`src/design/chm_ram.sv`:
```
// ----------------------------------------------------------------------------
// Simple dual-port RAM
// One write port, one registered read port.
// ----------------------------------------------------------------------------
module chm_ram #(
    parameter int DW = 8,
    parameter int AW = 4
) (
    input  logic          i_clk,
    input  logic          i_we,
    input  logic [AW-1:0] i_waddr,
    input  logic [DW-1:0] i_wdata,
    input  logic [AW-1:0] i_raddr,
    output logic [DW-1:0] o_rdata
);
    logic [DW-1:0] mem [1<<AW];
    always_ff @(posedge i_clk) begin
        if (i_we) mem[i_waddr] <= i_wdata;
        o_rdata <= mem[i_raddr];
    end
endmodule

```
`config.mk`:
```
export PLATFORM = sky130hd
export DESIGN_NAME = chm_ram
export DESIGN_NICKNAME = d
export VERILOG_FILES = /design/src/design/chm_ram.sv
export SDC_FILE = /design/constraint.sdc
export NUM_CORES = 1
export LEC_CHECK = 0
export CAP_MARGIN = 20
export CORE_MARGIN = 4
export CORE_UTILIZATION = 50
export CTS_CLUSTER_SIZE = 16
export DETAILED_ROUTE_END_ITERATION = 7
export DONT_BUFFER_PORTS = 1
export MAX_ROUTING_LAYER = met4
export PLACE_DENSITY = 0.66
export SLEW_MARGIN = 5
export SYNTH_ARGS = -nofsm -noshare
export SYNTH_HDL_FRONTEND = slang
export SYNTH_SLANG_ARGS = --single-unit
export TNS_END_PERCENT = 50
```
`constraint.sdc`:
```
create_clock -name i_clk -period 3.4 [get_ports i_clk]
set_input_delay 0.17 -clock i_clk [delete_from_list [all_inputs] [get_ports i_clk]]
set_output_delay 0.17 -clock i_clk [all_outputs]
set_load 0.03 [all_outputs]
```
==> flow_metrics.env <==
export IMPL_status="complete, no violations"
export IMPL_post_drt_wl_per_cell_um=24.7
export IMPL_synthCells=229
export IMPL_gp_congestion=0.773
export IMPL_synth_seq_cells=136
export IMPL_drv_cap=0
export IMPL_grt_pass1_vias=2410
export IMPL_grt_use_total=0.192
export IMPL_synth_mux_area_frac=0.150
export IMPL_fp_dieW_um=109
export IMPL_pre_cts_slack_ps=1720
export IMPL_hold_violations=0
export IMPL_cts_tree="yes"
export IMPL_finalCritPeriodShare=0.600
export IMPL_synth_edf_count=128
export IMPL_seq_power_share=0.475
export IMPL_ios=26
export IMPL_die_h_um=109
export IMPL_dpl_cell_area_sq_um=5250
export IMPL_syn_num_nets=247
export IMPL_power_frac_clock=0.490
export IMPL_die_area_sq_um=12000
export IMPL_setup_ws_ps=1360
export IMPL_synth_warnings=0
export IMPL_endpoint_kind="flop"
export IMPL_cts_resized=0
export IMPL_setup_violations=0
export IMPL_relSlewSlack=0.378
export IMPL_hold_class="input pin to flop"
export IMPL_cp_max_fo=17
export IMPL_ant_nets=0
export IMPL_internal_power_mw=3.22
export IMPL_clock_latency_ps=520
export IMPL_antenna_cells=0
export IMPL_initial_core_util=0.519
export IMPL_setup_tns_ps=0
export IMPL_synthAdderAreaFrac=0
export IMPL_sw_frac_of_total=0.199
export IMPL_min_period_ps=2040
export IMPL_grt_antenna_before_repair=0
export IMPL_rsz0062_at_grt="no"
export IMPL_synth_compound_area_share=0.0233
export IMPL_clockRootBuffer="clkbuf_8"
export IMPL_post_route_util=0.611
export IMPL_grt_max_degree=32
export IMPL_fmax_mhz=491
export IMPL_dr_total_vias=2386
export IMPL_synth_cell_types=19
export IMPL_route_detailed_drc=0
export IMPL_via_per_inst=5.91
export IMPL_leakagePower_nw=1.99
export IMPL_power_switching_mw=0.800
export IMPL_grt_pass1_wl_um=14900
export IMPL_clkTransAtPathRegs_ps=60
export IMPL_synth_largest_area_cell="edfxtp_1"
export IMPL_cp_start_kind="input pin"
export IMPL_synth_simple_area_share=0.0318
export IMPL_synth_area_sq_um=5150
export IMPL_slew_viol_final=0
export IMPL_fin_nets=276
export IMPL_synth_top_family_by_area="multiplexers"
export IMPL_pwr_density_cell_nw_per_um2=663
export IMPL_core_area_sq_um=9910
export IMPL_worst_slew_pin_slew_ps=930
export IMPL_synth_most_common_cell="edfxtp_1"
export IMPL_yosys_top_cells_count="128 x edfxtp_1, 18 x mux4_2, 16 x a22oi_1, 14 x mux4_1, 13 x nor2_1"
export IMPL_cts_htree_levels=4
export IMPL_dp_hpwl_um=5880
export IMPL_netlist_area_leader_share=0.747
export IMPL_final_area_sq_um=6050
export IMPL_avgSynthCellArea_sq_um=22.5
export IMPL_portBuffers=0
export IMPL_cts_sinks=136
export IMPL_wl_um=9980
export IMPL_first_pass_iters=5
export IMPL_layout_drive_gt1_share=0.196
export IMPL_async_flop_share=0
export IMPL_rows=36
export IMPL_combPwrFrac=0.035
export IMPL_drtIter0Drc=213
export IMPL_cts_setup_buffers=0
export IMPL_crit_required_ps=3790
export IMPL_synthTopCellsByArea="edfxtp_1 75%, mux4_2 7.9%, mux4_1 7.1%, dfxtp_1 3.1%, a22oi_1 2.3%"
export IMPL_grt_overflow_total=0
export IMPL_synth_ff_type="edfxtp_1"
export IMPL_area_growth_syn_to_layout_pct=17.6
export IMPL_ys_seq_area_frac=0.778
export IMPL_skew_ps=6.98
export IMPL_synth_xor_xnor_area_share=0
export IMPL_ir_drop_mv=0.393
export IMPL_arrival_ps=2430
export IMPL_cts_buffer_depth=2
export IMPL_cts_buffers=17
export IMPL_path_class="input pin to flop"
-- worst paths after layout --
kind / startpoint / end / slack [ps] / cells past startpoint
worst max-delay path: i_raddr[1] / o_rdata[5] / 1360 / 5
worst min-delay path: i_raddr[1] / o_rdata[7] / 10 / 3
worst max register to register: mem[14][5] / o_rdata[5] / 1680 / 4
worst min register to register: mem[12][4] / o_rdata[4] / 680 / 3
-- logic make-up (layout without fill, tap and decap cells) --
family / count (synthesis) / in the layout
multiplexers: 32 / 32
AND/OR/NAND/NOR: 35 / 35
flip-flops: 136 / 136
buffers and inverters: 10 / 52
AO/OA/AOI/OAI: 16 / 16
-- metal layers --
layer	global-route usage	routed length, um
met3	0.0581	787
met2	0.289	4990
met1	0.254	4050
met5	-	0
met4	0.0677	160
-- worst max-delay path: stages --
cell,delay [ps]
dlygate4sd3_1,1080
mux4_2,400
dlygate4sd3_1,560
a22oi_1,150
nand2_1,60
-- flip-flops by register name, summed over array words and instances (netlist names) --
register / cells
mem: 128
o_rdata: 8
-- power groups by stage --
stage | clock, mW | sequential, mW | combinational, mW
global route | 2.08 | 1.91 | 0.153
CTS | 1.99 | 1.91 | 0.143
global placement | 0 | 1.94 | 0.0991
floorplan | 0 | 1.94 | 0.0951
finish | 1.97 | 1.91 | 0.142
detailed placement | 0 | 1.94 | 0.100
-- layout by cell type (no fill, tap or decap) --
cell type | Yosys | layout
edfxtp_1 | 128 | 128
mux4_2 | 18 | 18
a22oi_1 | 16 | 16
clkbuf_16 | 0 | 16
dlygate4sd3_1 | 0 | 16
mux4_1 | 14 | 14
nor2_1 | 13 | 13
nand2_1 | 9 | 9
dfxtp_1 | 8 | 8
bufinv_16 | 0 | 5
nor3_1 | 4 | 4
inv_6 | 0 | 4
clkinvlp_4 | 0 | 3
nand3b_1 | 2 | 2
nand2b_1 | 2 | 2
clkbuf_1 | 0 | 2
buf_4 | 1 | 2
nor2b_1 | 1 | 1
and2_1 | 1 | 1
and2b_1 | 1 | 1
nand3_1 | 1 | 1
or3b_2 | 1 | 1
clkbuf_8 | 0 | 1
clkinv_4 | 0 | 1
clkbuf_4 | 0 | 1
buf_2 | 3 | 1
-- layout make-up --
cell class / count / area [sq um]
Timing Repair Buffer: 20 / 188
Clock buffer: 19 / 422
Tap cell: 133 / 166
Sequential cell: 136 / 4000
Fill cell: 712 / 3860
Multi-Input combinational cell: 83 / 1060
Clock inverter: 13 / 216
-- stage by stage --
stage	instances	hold slack, ps	power, mW
6_report	404	12.8	4.02
5_1_grt	404	2.88	4.15
4_1_cts	401	1.20	4.04
3_5_place_dp	355	270	2.05
3_3_place_gp	354	270	2.04
2_1_floorplan	229	269	2.03
-- repair_timing --
item                                   4_1_cts  5_1_grt
endpoints found under the hold margin      137        2
setup endpoints to repair                    0        0
hold buffers                                14        2
(Power assumes the default switching activity.)
